**src/hdl/hgn_pkg.sv**
```systemverilog
// Shared types and constants of the grayscale histogram unit.
`default_nettype none

package hgn_pkg;

   // Field widths of the stream words.
   localparam int PIXEL_W  = 12;
   localparam int INDEX_W  = 6;
   localparam int STATUS_W = 2;
   localparam int CNT_W    = 16;
   localparam int SHARE_W  = 17;

   // Pixel values run 0..MAX_VALUE, and MAX_VALUE + 1 is a power of two,
   // so the bin of a value is (value * bins) >> VALUE_W.
   localparam int MAX_VALUE = 255;
   localparam int VALUE_W   = $clog2(MAX_VALUE + 1);

   // Widest bin address that the bin count range can need.
   localparam int BIN_W = 8;

   localparam int REQ_DATA_W = ((PIXEL_W + INDEX_W + 7) / 8) * 8;
   localparam int RSP_DATA_W = ((STATUS_W + CNT_W + SHARE_W + 7) / 8) * 8;

   localparam int QUEUE_DEPTH = 4;
   localparam int QUEUE_PTR_W = $clog2(QUEUE_DEPTH);

   localparam logic [CNT_W-1:0]   EXPECTED_RESET = 16'd16384;
   localparam logic [SHARE_W-1:0] SHARE_ONE      = 17'h10000;

   typedef enum logic [1:0] {
      OP_PIXEL,
      OP_FINISH,
      OP_READ,
      OP_CLEAR
   } op_type;

   typedef enum logic [1:0] {
      ERR_NONE,
      ERR_RANGE,
      ERR_MISMATCH,
      ERR_OVERFLOW
   } err_type;

   // One classified word as it waits in the queue.
   typedef struct packed {
      op_type           op;
      logic             value_ok;
      logic             read_ok;
      logic [BIN_W-1:0] bin;
   } item_type;

   typedef struct packed {
      logic             start;
      logic [CNT_W-1:0] dividend;
      logic [CNT_W-1:0] divisor;
   } div_req_type;

   typedef struct packed {
      logic               done;
      logic [SHARE_W-1:0] quotient;
   } div_rsp_type;

endpackage

`default_nettype wire

```
**src/hdl/gray_histogram_64bin_normalize_unit.sv**
```systemverilog
// Top level of the grayscale histogram unit with normalized bin read-out.
//
// Words enter on the req_ stream: req_tuser carries the operation (pixel,
// finish, read bin, clear) and req_tdata the pixel value and the bin index.
// Every word yields exactly one rsp_ word with the latched status, and on a
// bin read the raw count and its share of the pixel total in UQ1.16.
// csr_wen/csr_wdata set the pixel total that a finish word expects.
//
// A pixel, finish or clear word passes from the queue through the back
// end's second stage into the output register behind rsp_tvalid, and such
// words stream at one per cycle while rsp_tready stays high. A bin read
// with a nonzero count and total runs the share through a one-bit-per-cycle
// divider and holds the back end until it is done; other reads behave like
// pixel words. Results always leave in the order the words came in.
//
// Reset clears the bins (through per-bin valid flags), the pixel total, the
// error latch and the queue, and loads 16384 as the expected total; the unit
// takes words in the first cycle after reset. When the receiver holds
// rsp_tready low, one result waits in the output register, the back end
// stops, and the four-word queue keeps taking words until it fills.
`default_nettype none

module gray_histogram_64bin_normalize_unit import hgn_pkg::*; #(
   parameter int NUM_BINS = 64
) (
   input  logic                  clock,
   input  logic                  reset,
   input  logic                  req_tvalid,
   output logic                  req_tready,
   input  logic [REQ_DATA_W-1:0] req_tdata,  // pixel_value[11:0], bin_index[17:12], zero pad
   input  logic [1:0]            req_tuser,  // op[1:0]
   output logic                  rsp_tvalid,
   input  logic                  rsp_tready,
   output logic [RSP_DATA_W-1:0] rsp_tdata,  // status[1:0], bin_count[17:2],
                                             // bin_share[34:18], zero pad
   input  logic                  csr_wen,
   input  logic [CNT_W-1:0]      csr_wdata
);

   item_type           front_item;
   item_type           q_head;
   logic               q_full;
   logic               q_valid;
   logic               q_pop;
   logic               q_push;
   err_type            rsp_status;
   logic [CNT_W-1:0]   rsp_count;
   logic [SHARE_W-1:0] rsp_share;

   // The queue takes a word whenever it has room; the back end drains it.
   assign req_tready = !q_full;
   assign q_push     = req_tvalid && req_tready;

   hgn_front #(
      .NUM_BINS (NUM_BINS)
   ) u_front (
      .req_op      (req_tuser),
      .pixel_value (req_tdata[PIXEL_W-1:0]),
      .bin_index   (req_tdata[PIXEL_W +: INDEX_W]),
      .item        (front_item)
   );

   hgn_queue u_queue (
      .clock     (clock),
      .reset     (reset),
      .push      (q_push),
      .push_item (front_item),
      .full      (q_full),
      .pop       (q_pop),
      .valid     (q_valid),
      .head      (q_head)
   );

   hgn_back #(
      .NUM_BINS (NUM_BINS)
   ) u_back (
      .clock      (clock),
      .reset      (reset),
      .csr_wen    (csr_wen),
      .csr_wdata  (csr_wdata),
      .q_valid    (q_valid),
      .q_head     (q_head),
      .q_pop      (q_pop),
      .rsp_valid  (rsp_tvalid),
      .rsp_ready  (rsp_tready),
      .rsp_status (rsp_status),
      .rsp_count  (rsp_count),
      .rsp_share  (rsp_share)
   );

   // Result word: status in the low bits, then the count, then the share.
   assign rsp_tdata = RSP_DATA_W'({rsp_share, rsp_count, rsp_status});

endmodule

`default_nettype wire

```
**src/hdl/hgn_front.sv**
```systemverilog
// Front end: decodes and range-checks an incoming word and finds its bin.
`default_nettype none

module hgn_front import hgn_pkg::*; #(
   parameter int NUM_BINS = 64
) (
   input  logic [1:0]                req_op,
   input  logic signed [PIXEL_W-1:0] pixel_value,
   input  logic [INDEX_W-1:0]        bin_index,
   output item_type                  item
);

   localparam int PROD_W = VALUE_W + BIN_W + 1;

   logic [PROD_W-1:0] prod;

   always_comb begin
      prod          = PROD_W'(pixel_value[VALUE_W-1:0]) * PROD_W'(NUM_BINS);
      item.op       = op_type'(req_op);
      item.value_ok = !pixel_value[PIXEL_W-1] &&
                      (pixel_value[PIXEL_W-2:0] <= (PIXEL_W-1)'(MAX_VALUE));
      item.read_ok  = ((BIN_W+1)'(bin_index) < (BIN_W+1)'(NUM_BINS));
      if (item.op == OP_READ) begin
         item.bin = BIN_W'(bin_index);
      end else begin
         item.bin = prod[VALUE_W +: BIN_W];
      end
   end

endmodule

`default_nettype wire

```
**src/hdl/hgn_queue.sv**
```systemverilog
// Short queue of classified words between the front end and the back end.
`default_nettype none

module hgn_queue import hgn_pkg::*; (
   input  logic     clock,
   input  logic     reset,
   input  logic     push,
   input  item_type push_item,
   output logic     full,
   input  logic     pop,
   output logic     valid,
   output item_type head
);

   item_type                 slot_ff [QUEUE_DEPTH];
   logic [QUEUE_PTR_W-1:0]   wr_ptr_ff, wr_ptr_in;
   logic [QUEUE_PTR_W-1:0]   rd_ptr_ff, rd_ptr_in;
   logic [QUEUE_PTR_W:0]     fill_ff, fill_in;

   always_comb begin
      full      = (fill_ff == (QUEUE_PTR_W+1)'(QUEUE_DEPTH));
      valid     = (fill_ff != '0);
      head      = slot_ff[rd_ptr_ff];
      wr_ptr_in = push ? wr_ptr_ff + 1'b1 : wr_ptr_ff;
      rd_ptr_in = pop ? rd_ptr_ff + 1'b1 : rd_ptr_ff;
      fill_in   = fill_ff;
      if (push && !pop) begin
         fill_in = fill_ff + 1'b1;
      end else if (pop && !push) begin
         fill_in = fill_ff - 1'b1;
      end
   end

   always_ff @(posedge clock) begin
      if (reset) begin
         wr_ptr_ff <= '0;
         rd_ptr_ff <= '0;
         fill_ff   <= '0;
      end else begin
         wr_ptr_ff <= wr_ptr_in;
         rd_ptr_ff <= rd_ptr_in;
         fill_ff   <= fill_in;
      end
   end

   always_ff @(posedge clock) begin
      if (push) begin
         slot_ff[wr_ptr_ff] <= push_item;
      end
   end

endmodule

`default_nettype wire

```
**src/hdl/hgn_div.sv**
```systemverilog
// Radix-2 restoring divider that forms a bin share, one quotient bit a cycle.
`default_nettype none

module hgn_div import hgn_pkg::*; (
   input  logic        clock,
   input  logic        reset,
   input  div_req_type req,
   output div_rsp_type rsp
);

   localparam int STEP_W = $clog2(SHARE_W + 1);

   logic               busy_ff, busy_in;
   logic               done_ff, done_in;
   logic [STEP_W-1:0]  step_ff, step_in;
   logic [CNT_W-1:0]   rem_ff, rem_in;
   logic [SHARE_W-1:0] bits_ff, bits_in;
   logic [SHARE_W-1:0] quo_ff, quo_in;
   logic [CNT_W-1:0]   dvs_ff, dvs_in;
   logic               sat_ff, sat_in;
   logic [CNT_W:0]     trial;
   logic [CNT_W:0]     diff;
   logic               fits;

   // The dividend is count * 2^16. Its upper bits, count >> 1, seed the
   // remainder; when they already reach the divisor the share saturates.
   always_comb begin
      busy_in = busy_ff;
      done_in = done_ff;
      step_in = step_ff;
      rem_in  = rem_ff;
      bits_in = bits_ff;
      quo_in  = quo_ff;
      dvs_in  = dvs_ff;
      sat_in  = sat_ff;
      trial   = {rem_ff, bits_ff[SHARE_W-1]};
      fits    = (trial >= {1'b0, dvs_ff});
      diff    = trial - {1'b0, dvs_ff};
      if (req.start) begin
         busy_in = 1'b1;
         done_in = 1'b0;
         step_in = '0;
         rem_in  = {1'b0, req.dividend[CNT_W-1:1]};
         bits_in = {req.dividend[0], {(SHARE_W-1){1'b0}}};
         quo_in  = '0;
         dvs_in  = req.divisor;
         sat_in  = ({1'b0, req.dividend[CNT_W-1:1]} >= req.divisor);
      end else if (busy_ff) begin
         rem_in  = fits ? diff[CNT_W-1:0] : trial[CNT_W-1:0];
         quo_in  = {quo_ff[SHARE_W-2:0], fits};
         bits_in = {bits_ff[SHARE_W-2:0], 1'b0};
         step_in = step_ff + 1'b1;
         if (step_ff == STEP_W'(SHARE_W - 1)) begin
            busy_in = 1'b0;
            done_in = 1'b1;
         end
      end
      rsp.done     = done_ff;
      rsp.quotient = sat_ff ? SHARE_ONE : quo_ff;
   end

   always_ff @(posedge clock) begin
      if (reset) begin
         busy_ff <= 1'b0;
         done_ff <= 1'b0;
      end else begin
         busy_ff <= busy_in;
         done_ff <= done_in;
      end
   end

   always_ff @(posedge clock) begin
      step_ff <= step_in;
      rem_ff  <= rem_in;
      bits_ff <= bits_in;
      quo_ff  <= quo_in;
      dvs_ff  <= dvs_in;
      sat_ff  <= sat_in;
   end

endmodule

`default_nettype wire

```
**src/hdl/hgn_back.sv**
```systemverilog
// Back end: counters, error latch, bin store with write forwarding, read-out.
`default_nettype none

module hgn_back import hgn_pkg::*; #(
   parameter int NUM_BINS = 64
) (
   input  logic               clock,
   input  logic               reset,
   input  logic               csr_wen,
   input  logic [CNT_W-1:0]   csr_wdata,
   input  logic               q_valid,
   input  item_type           q_head,
   output logic               q_pop,
   output logic               rsp_valid,
   input  logic               rsp_ready,
   output err_type            rsp_status,
   output logic [CNT_W-1:0]   rsp_count,
   output logic [SHARE_W-1:0] rsp_share
);

   localparam int ADDR_W = $clog2(NUM_BINS);

   logic [CNT_W-1:0]    mem [NUM_BINS];
   logic [CNT_W-1:0]    rdata_ff;
   logic                rvalid_ff;
   logic [NUM_BINS-1:0] valid_ff, valid_in;
   logic [CNT_W-1:0]    total_ff, total_in;
   err_type             err_ff, err_in;
   logic [CNT_W-1:0]    expected_ff;

   logic                lw_valid_ff, lw_valid_in;
   logic [ADDR_W-1:0]   lw_addr_ff, lw_addr_in;
   logic [CNT_W-1:0]    lw_data_ff, lw_data_in;

   logic                b_valid_ff, b_valid_in;
   op_type              b_op_ff, b_op_in;
   logic                b_count_en_ff, b_count_en_in;
   logic                b_read_ok_ff, b_read_ok_in;
   logic [ADDR_W-1:0]   b_addr_ff, b_addr_in;
   err_type             b_status_ff, b_status_in;
   logic [CNT_W-1:0]    b_total_ff, b_total_in;
   logic                b_div_ff, b_div_in;

   logic                rsp_valid_ff, rsp_valid_in;
   err_type             rsp_status_ff, rsp_status_in;
   logic [CNT_W-1:0]    rsp_count_ff, rsp_count_in;
   logic [SHARE_W-1:0]  rsp_share_ff, rsp_share_in;

   logic [ADDR_W-1:0]   a_addr;
   logic                a_adv;
   logic                out_free;
   logic [CNT_W-1:0]    fwd;
   logic [CNT_W-1:0]    cur_count;
   logic [CNT_W-1:0]    inc_data;
   logic                needs_div;
   logic                div_go;
   logic                b_finish;
   logic                wr_en;
   div_req_type         div_req;
   div_rsp_type         div_rsp;

   hgn_div u_div (
      .clock (clock),
      .reset (reset),
      .req   (div_req),
      .rsp   (div_rsp)
   );

   always_comb begin
      valid_in      = valid_ff;
      total_in      = total_ff;
      err_in        = err_ff;
      lw_valid_in   = lw_valid_ff;
      lw_addr_in    = lw_addr_ff;
      lw_data_in    = lw_data_ff;
      b_valid_in    = b_valid_ff;
      b_op_in       = b_op_ff;
      b_count_en_in = b_count_en_ff;
      b_read_ok_in  = b_read_ok_ff;
      b_addr_in     = b_addr_ff;
      b_status_in   = b_status_ff;
      b_total_in    = b_total_ff;
      b_div_in      = b_div_ff;
      rsp_valid_in  = rsp_valid_ff;
      rsp_status_in = rsp_status_ff;
      rsp_count_in  = rsp_count_ff;
      rsp_share_in  = rsp_share_ff;

      a_addr   = q_head.bin[ADDR_W-1:0];
      out_free = !rsp_valid_ff || rsp_ready;

      // The store is read at the edge that moves the bin into the second stage,
      // so it misses the write made at that edge; the last write is forwarded over the stored word.
      if (lw_valid_ff && (lw_addr_ff == b_addr_ff)) begin
         fwd = lw_data_ff;
      end else if (rvalid_ff) begin
         fwd = rdata_ff;
      end else begin
         fwd = '0;
      end
      cur_count = ((b_op_ff == OP_READ) && b_read_ok_ff) ? fwd : '0;
      inc_data  = (fwd == '1) ? fwd : fwd + 1'b1;
      needs_div = (b_op_ff == OP_READ) && (cur_count != '0) && (b_total_ff != '0);
      div_go    = b_valid_ff && needs_div && !b_div_ff;
      b_finish  = b_valid_ff && out_free && (!needs_div || (b_div_ff && div_rsp.done));
      wr_en     = b_finish && b_count_en_ff;
      a_adv     = q_valid && (!b_valid_ff || b_finish);
      q_pop     = a_adv;

      div_req.start    = div_go;
      div_req.dividend = cur_count;
      div_req.divisor  = b_total_ff;

      if (rsp_valid_ff && rsp_ready) begin
         rsp_valid_in = 1'b0;
      end
      if (b_finish) begin
         rsp_valid_in  = 1'b1;
         rsp_status_in = b_status_ff;
         rsp_count_in  = cur_count;
         rsp_share_in  = needs_div ? div_rsp.quotient : '0;
         b_valid_in    = 1'b0;
         b_div_in      = 1'b0;
      end
      if (div_go) begin
         b_div_in = 1'b1;
      end
      if (wr_en) begin
         lw_valid_in         = 1'b1;
         lw_addr_in          = b_addr_ff;
         lw_data_in          = inc_data;
         valid_in[b_addr_ff] = 1'b1;
      end

      // First stage: every decision on the totals and the error latch is
      // taken here, in word order, so the second stage touches only bins, the divider and the result.
      if (a_adv) begin
         b_valid_in    = 1'b1;
         b_op_in       = q_head.op;
         b_addr_in     = a_addr;
         b_read_ok_in  = q_head.read_ok;
         b_count_en_in = 1'b0;
         b_total_in    = total_ff;
         b_div_in      = 1'b0;
         case (q_head.op)
            OP_PIXEL: begin
               if (err_ff == ERR_NONE) begin
                  if (!q_head.value_ok) begin
                     err_in = ERR_RANGE;
                  end else if (total_ff == '1) begin
                     err_in = ERR_OVERFLOW;
                  end else begin
                     total_in      = total_ff + 1'b1;
                     b_count_en_in = 1'b1;
                  end
               end
            end
            OP_FINISH: begin
               if ((err_ff == ERR_NONE) && (total_ff != expected_ff)) begin
                  err_in = ERR_MISMATCH;
               end
            end
            OP_READ: begin
               b_count_en_in = 1'b0;
            end
            OP_CLEAR: begin
               total_in    = '0;
               err_in      = ERR_NONE;
               valid_in    = '0;
               lw_valid_in = 1'b0;
            end
            default: begin
               b_count_en_in = 1'b0;
            end
         endcase
         b_status_in = err_in;
      end

      rsp_valid  = rsp_valid_ff;
      rsp_status = rsp_status_ff;
      rsp_count  = rsp_count_ff;
      rsp_share  = rsp_share_ff;
   end

   always_ff @(posedge clock) begin
      if (reset) begin
         valid_ff     <= '0;
         total_ff     <= '0;
         err_ff       <= ERR_NONE;
         expected_ff  <= EXPECTED_RESET;
         lw_valid_ff  <= 1'b0;
         b_valid_ff   <= 1'b0;
         b_div_ff     <= 1'b0;
         rsp_valid_ff <= 1'b0;
      end else begin
         valid_ff     <= valid_in;
         total_ff     <= total_in;
         err_ff       <= err_in;
         lw_valid_ff  <= lw_valid_in;
         b_valid_ff   <= b_valid_in;
         b_div_ff     <= b_div_in;
         rsp_valid_ff <= rsp_valid_in;
         if (csr_wen) begin
            expected_ff <= csr_wdata;
         end
      end
   end

   always_ff @(posedge clock) begin
      lw_addr_ff    <= lw_addr_in;
      lw_data_ff    <= lw_data_in;
      b_op_ff       <= b_op_in;
      b_count_en_ff <= b_count_en_in;
      b_read_ok_ff  <= b_read_ok_in;
      b_addr_ff     <= b_addr_in;
      b_status_ff   <= b_status_in;
      b_total_ff    <= b_total_in;
      rsp_status_ff <= rsp_status_in;
      rsp_count_ff  <= rsp_count_in;
      rsp_share_ff  <= rsp_share_in;
   end

   always_ff @(posedge clock) begin
      if (wr_en) begin
         mem[b_addr_ff] <= inc_data;
      end
      if (a_adv) begin
         rdata_ff  <= mem[a_addr];
         rvalid_ff <= valid_ff[a_addr];
      end
   end

endmodule

`default_nettype wire
```
**config.mk**
```make
export PLATFORM = sky130hd
export DESIGN_NAME = gray_histogram_64bin_normalize_unit
export DESIGN_NICKNAME = d
export VERILOG_FILES = /design/src/hdl/hgn_pkg.sv /design/src/hdl/gray_histogram_64bin_normalize_unit.sv /design/src/hdl/hgn_front.sv /design/src/hdl/hgn_queue.sv /design/src/hdl/hgn_div.sv /design/src/hdl/hgn_back.sv
export SDC_FILE = /design/constraint.sdc
export NUM_CORES = 2
export LEC_CHECK = 0
export BUFFER_PORTS_ARGS = -buffer_cell sky130_fd_sc_hd__clkbuf_2
export CORE_MARGIN = 2
export CORE_UTILIZATION = 30
export DETAILED_ROUTE_END_ITERATION = 6
export HOLD_SLACK_MARGIN = 0.05
export SLEW_MARGIN = 0
export SYNTH_ARGS = -nofsm -noshare
export SYNTH_HDL_FRONTEND = slang
export SYNTH_SLANG_ARGS = --single-unit
```
**constraint.sdc**
```tcl
create_clock -name clock -period 5.6 [get_ports clock]
set_input_delay 1.12 -clock clock [delete_from_list [all_inputs] [get_ports clock]]
set_output_delay 1.12 -clock clock [all_outputs]
set_load 0.01 [all_outputs]
```
Word-level counts from Yosys, hierarchy flattened --
Memories as Yosys holds them, arrays and structs flattened. A register that Yosys moved wholly into a read port is not among the register bits. Cells that the tools add are included.
Operators by class: multiplexer cells 47, bitwise logic cells 2, $add $sub $neg 8, eq/ne operators 13, reduce and logical (&&, ||, !) cells 46, order comparisons 6
Operators by type and width (count):
- two-way mux 64 bit | 3
- two-way mux 16 bit | 8
- OR 64 bit | 1
- two-way mux 17 bit | 3
- adder 16 x 1 -> 16 bit, second input constant | 2
- equality test 16 bit, second input constant | 2
- case mux 16 bit (2 select lines) | 1
- nonzero test 16 bit | 2
- two-way mux 15 bit | 2
- logical AND 1 bit | 18
- two-way mux 1 bit | 18
- >= comparator 17 x 16 -> 1 bit | 1
- >= comparator 15 x 16 -> 1 bit | 1
- != test 16 bit | 1
- subtractor 16 bit | 1
- < comparator 6 x 7 -> 1 bit, second input constant | 2
- two-way mux 2 bit | 6
- nonzero test 2 bit | 6
- <= comparator 11 x 8 -> 1 bit, second input constant | 1
- logical NOT 1 bit | 8
- binary-select mux 1 bit (select 6 bit) | 1
- demux 1 bit (select 6 bit) | 1
- equality test 2 bit, second input constant | 3
- equality test 6 bit | 1
- 21 further kinds | 29
Storage, ports and cells: logic and storage cells 157, memories kept 2, output and inout port bits 42, bits in registers 253, memory bits (writable) 1060, bits of input ports 47
Memory list:
- u_back.mem | words 64, bits a word 16, read ports 1, clocked after memory_dff 1, wr ports 1, RTL line hgn_back.sv:23 | logic [CNT_W-1:0] mem [NUM_BINS];
- u_queue.slot_ff | words 4, bits a word 9, read ports 1, clocked after memory_dff 1, wr ports 1, RTL line hgn_queue.sv:15 | item_type slot_ff [QUEUE_DEPTH];

Longest topological paths before layout --
depth in word-level cells 15, gate-level depth with buffers 16, depth with buffers taken out 13

Hierarchy --
From an unflattened synthesis, not the netlist that was laid out.
Second synthesis, totals: cell total of the unflattened synthesis 2726, area total of the unflattened synthesis 53488.8 µm²
By module, submodules not included:
- hgn_back | sequential area each 35854.4 µm², area an instance 47420.5 µm², instances 1, cells an instance 2213
- hgn_div | sequential area each 1491.4 µm², area an instance 3684.8 µm², instances 1, cells an instance 383
- hgn_queue | sequential area each 1621.6 µm², area an instance 2165.8 µm², instances 1, cells an instance 106
- hgn_front | sequential area each 0.0 µm², area an instance 166.4 µm², instances 1, cells an instance 16
- gray_histogram_64bin_normalize_unit | sequential area each 0.0 µm², area an instance 51.3 µm², instances 1, cells an instance 8

Worst setup path after synthesis --
OpenSTA, ideal clock, no wires.
kind reg2reg, from reg u_back.b_addr_ff[1], to reg u_back.lw_data_ff[4], data pin, setup slack 0.148 ns, period minus slack after synthesis 5.452 ns, library setup time 0.573 ns, arrival 4.879 ns, required time 5.027 ns, buffers on the path 4, stages on the path, launching flop included 17, cells stage by stage edfxtp_1 -> buf_4 -> xor2_1 -> or3_4 -> buf_2 -> nor2_1 -> clkbuf_1 -> a21oi_1 -> inv_1 -> ha_1 -> nand4_1 -> a21oi_1 -> o2bb2a_1 -> and4_4 -> buf_6 -> nor3_1 -> xnor2_1
Between the ends: word-level cells in the longest chain between the ends 5, elaborated cells between the ends (all ways) 6, classes of those cells add/sub (1); eq/ne (2); mux (2); reduce/logical (1)
Ends and longest elaborated chain:
- start: declaration | RTL line hgn_back.sv:39 | logic [ADDR_W-1:0] b_addr_ff, b_addr_in;
- start signal: assignment | RTL line hgn_back.sv:215 | b_addr_ff <= b_addr_in;
- equality test 6 bit (*) | RTL line hgn_back.sv:94 | if (lw_valid_ff && (lw_addr_ff == b_addr_ff)) begin
- logical AND 1 bit (*) | RTL line hgn_back.sv:94
- two-way mux 16 bit (*) | RTL line hgn_back.sv:94
- adder 16 x 1 -> 16 bit / equality test 16 bit (equally long branches) | RTL line hgn_back.sv:102 | inc_data = (fwd == '1) ? fwd : fwd + 1'b1;
- two-way mux 16 bit (*) | RTL line hgn_back.sv:102
- net u_back.inc_data[4] | RTL line hgn_back.sv:54 | logic [CNT_W-1:0] inc_data;
- end signal: assignment | RTL line hgn_back.sv:211 | lw_data_ff <= lw_data_in;
- end: declaration | RTL line hgn_back.sv:33 | logic [CNT_W-1:0] lw_data_ff, lw_data_in;
The timed path passes the listed nets; every way through them passes the cells marked *. A chain may end at the register's enable or synchronous reset.

Worst setup path after layout --
from reg u_back.b_addr_ff[0], to mem u_back.mem[28][1], data pin
Between the ends: word-level cells in the longest chain between the ends 5, elaborated cells between the ends (all ways) 6, classes of those cells add/sub (1); eq/ne (2); mux (2); reduce/logical (1)
Ends and longest elaborated chain (RTL line):
- equality test 6 bit (*) | hgn_back.sv:94
- logical AND 1 bit (*) | hgn_back.sv:94
- two-way mux 16 bit (*) | hgn_back.sv:94
- adder 16 x 1 -> 16 bit / equality test 16 bit (equally long branches) | hgn_back.sv:102
- two-way mux 16 bit (*) | hgn_back.sv:102
- net u_back.inc_data[1] | hgn_back.sv:54
- end: declaration | hgn_back.sv:23
Marks and branches as above.

==> summary.md <==
| Metric | Value |
|---|---|
| Worst endpoint data arrival time | `5.20 ns` |
| Slew Limit Fails | `0` |
| Largest net degree at the start of global routing | `134` |
| Post-CTS setup buffers | `0` |
| Gr usage total | `between 10% and 20%` |
| # fillers | `17.1k` |
| Initial core utilization | `30.1%` |
| Crit path kind | `reg2reg` |
| Peak Freq | `213 MHz` |
| FF-to-FF path depth | `14` |
| Drt wl/cell | `about 21 um` |
| Residual DRC | `0` |
| Hold worst-path end | `u_back.rsp_status[0]` |
| Simple-Gate Fraction of Synth Area | `a little under an eighth` |
| Count leader, synth | `edfxtp_1` |
| Worst Path Required | `a little over 6 ns` |
| Pleak | `between 20 and 25 nW` |
| Worst setup margin | `roughly 0.90 ns` |
| I/O Pins | `89` |
| Hpwl dp | `79100 um` |
| Nets | `4139` |
| CTS hold repair buffers | `0` |
| Starting DRT DRC Count | `around 3.2k` |
| First-pass GRT wire length | `206000 um` |
| Post-CTS sizing | `0` |
| Largest family of logic cells by synthesized area | `simple AND/OR/NAND/NOR gates` |
| CP Capture Type | `flop` |
| DIE HEIGHT | `430 um` |
| Setup_tns | `0 ns` |
| Peak supply drop | `0.000343 V` |
| Initial antenna violation count | `3` |
| Compound-gate portion of the synthesized area | `11.6%` |
| Hold path cells | `0` |
| CTS Sinks | `1330` |
| Synthesis warning total | `0` |
| Grt met3 use | `under 10%` |
| Die area | `185000 um^2` |
| Least-Margin Pin Slew | `1.07 ns` |
| GRT Residual Overflow | `0` |
| Yosys top cell area share | `65.9%` |
| Share of layout cells above drive strength 1 | `12.8%` |
| Post-synthesis cell count | `3932` |
| Met2 Resource Use GR | `23.6%` |
| Total CTS buffers | `138` |
| Sequential element share of the synthesized area | `70.9%` |
| First-pass DRT Iterations | `7` |
| Mux cell area share after synthesis | `1.35%` |
| Root buf cell | `clkbuf_16` |
| Gp weighted congestion | `~0.86` |
| Clk_skew | `0.0284 ns` |
| Num rows | `between 150 and 200` |
| Grt peak-use layer | `met2` |
| Post-synth top cells | `1194 x edfxtp_1, 596 x nand2_1, 282 x nor2b_1` |
| DR vias/cell | `5.14` |
| Period minus WS final | `4.70 ns` |
| Antenna viol nets, final | `0` |
| Crit share post-route | `83.9%` |
| Met1 GRT Util | `20.1%` |
| Final setup viols | `0` |
| Syn_area_per_cell | `13.8 um^2` |
| Mapped Area | `54400 um^2` |
| Clock transition at path regs | `0.06 ns` |
| Max clock buf depth | `3` |
| Place WS | `0.992 ns` |
| Final Hold Fails | `0` |
| Final WL | `139000 um` |
| Synth top area cells | `edfxtp_1 66%, dfxtp_1 5.0%, a311oi_1 4.4%` |
| Status | `complete, no violations` |
| Slew Limit Headroom | `~28%` |
| FF-to-FF End | `u_back.mem[28][1]` |
| Reg2Reg Setup Slack | `0.90 ns` |
| Max-cap violations | `0` |
| H-tree levels | `4` |
| Vias in the first global route | `31.9k` |
| Flop and latch count out of synthesis | `1330` |
| Distinct cell type count after synthesis | `roughly 80` |
| Area Growth Syn to Fin | `15.2%` |
| Post-synth ARST share | `0%` |
| CTS tree | `built` |
| Post-Synth XOR/XNOR Area | `0.803%` |
| Worst skew pair latency | `roughly 0.75 ns` |
| Startpoint types | `flop` |
| Pwr dens | `between 500 and 600 nW/um^2` |
| Synth Area in Adders | `less than 1%` |
| Hold Startpoint | `u_back.b_status_ff[0]` |
| Post-synth top flop | `edfxtp_1` |
| Hold Path Class | `reg2reg` |
| PortBufs | `between 70 and 80` |
| Cell taking the most area after synthesis | `edfxtp_1` |
| RSZ-0062 raised after global routing | `no` |
| Chip width | `430 um` |
| Via count | `33.6k` |
| Core Region | `181000 um^2` |
| Crit Path Max Fanout | `33` |
| Reg-to-Reg Start | `u_back.b_addr_ff[0]` |
| Post-synth EDFFs | `1194` |
-- metal layers --
| layer | wire (um) | share of wire (%) | vias to the layer above |
|---|---|---|---|
| li1 | - | - | 15358 |
| met1 | 60300 | 43 | 16985 |
| met2 | 65400 | 47 | 1024 |
| met3 | 9420 | 6.8 | 214 |
| met4 | 3590 | 2.6 | 0 |
| met5 | 0 | 0 | - |
-- flip-flops by register name, indices dropped and copies added (netlist names), 16 cells and up, named ones only --
register / count
u_back.mem: 1024
u_back.valid_ff: 64
u_queue.slot_ff: 36
u_back.rsp_share: 17
u_back.u_div.quo_ff: 17
u_back.b_total_ff: 16
u_back.expected_ff: 16
u_back.lw_data_ff: 16
u_back.rdata_ff: 16
u_back.rsp_count: 16
u_back.total_ff: 16
u_back.u_div.dvs_ff: 16
u_back.u_div.rem_ff: 16
-- area by class of cell --
class | instances | area (um^2) | share of cell area [%]
flip-flops and latches | 1330 | 38600 | 61.5
clock inverters | 73 | 677 | 1.08
multi-input cells | 2277 | 14700 | 23.4
diodes | 4 | 10.0 | 0.0160
clock buffers | 177 | 3690 | 5.89
well taps | 2370 | 2970 | 4.73
inverters | 52 | 203 | 0.323
repair buffers | 251 | 1910 | 3.05
-- cells in the final DEF, fill, tap and decap left out, types with 25 or more instances in the layout --
cell	count
o21ai_0	36
edfxtp_1	1194
or4_1	36
xnor2_1	25
clkbuf_16	141
buf_4	159
nand3_1	29
ha_1	40
nor2b_1	282
a211oi_1	276
clkinv_1	26
inv_1	49
nand4_1	25
clkbuf_2	75
clkbuf_1	33
a21oi_1	57
nor4_1	49
dfxtp_1	136
a311oi_1	274
nand2_1	595
and2_1	28
nor2_1	133
mux2i_1	43
o21a_1	70
-- kinds of logic (layout without fill, tap and decap cells) --
kind of cell / Yosys count / after routing
compound gates: 811 / 811
buf+inv: 329 / 553
mux: 63 / 63
simple gates: 1307 / 1307
fa+ha+maj: 42 / 42
other cells: 1 / 9
xor+xnor: 49 / 49
flops: 1330 / 1330
-- how the worst max path moves through the flow --
stage	from	to	slack (ns)
floorplan	u_back.b_addr_ff[1]	u_back.lw_data_ff[4]	0.15
global placement	u_back.b_addr_ff[0]	u_back.mem[16][1]	1.03
detailed placement	u_back.b_addr_ff[0]	u_back.mem[19][1]	0.99
CTS	u_back.b_addr_ff[0]	u_back.mem[16][1]	0.96
global route	u_back.b_addr_ff[0]	u_back.mem[16][1]	0.65
finish	u_back.b_addr_ff[0]	u_back.mem[28][1]	0.90
-- report_power, final --
part           switching [mW]  internal (mW)
Combinational            7.13           2.81
Sequential              0.374           12.6
Clock                    3.79           5.06
-- metrics by stage --
stage | util, % | instances | power [mW] | area, um^2 | hold WS, ns
final | 34.7 | 6534 | 31.7 | 62700 | 0.439
after global routing | 34.7 | 6531 | 33.2 | 62700 | 0.447
after CTS | 34.7 | 6530 | 31.9 | 62700 | 0.438
after detailed placement | 32.3 | 6280 | 23.1 | 58300 | 0.424
after global placement | 32.3 | 6280 | 22.9 | 58300 | 0.426
after floorplan | - | 3936 | 19.0 | 54400 | 0.400
-- critical path: stages (launching register included) --
cell and delay (ns):
edfxtp_1 0.53, xnor2_2 0.22, and4_1 0.52, nand2_1 0.32, and3_1 0.27, a21oi_1 0.11
buf_4 0.17, inv_1 0.05, ha_1 0.24, nand4_1 0.12, a21oi_1 0.05, o2bb2a_1 0.30
and4_4 0.28, mux2_2 0.76, buf_4 0.48
Note: power is estimated with default switching activity, not from simulation.
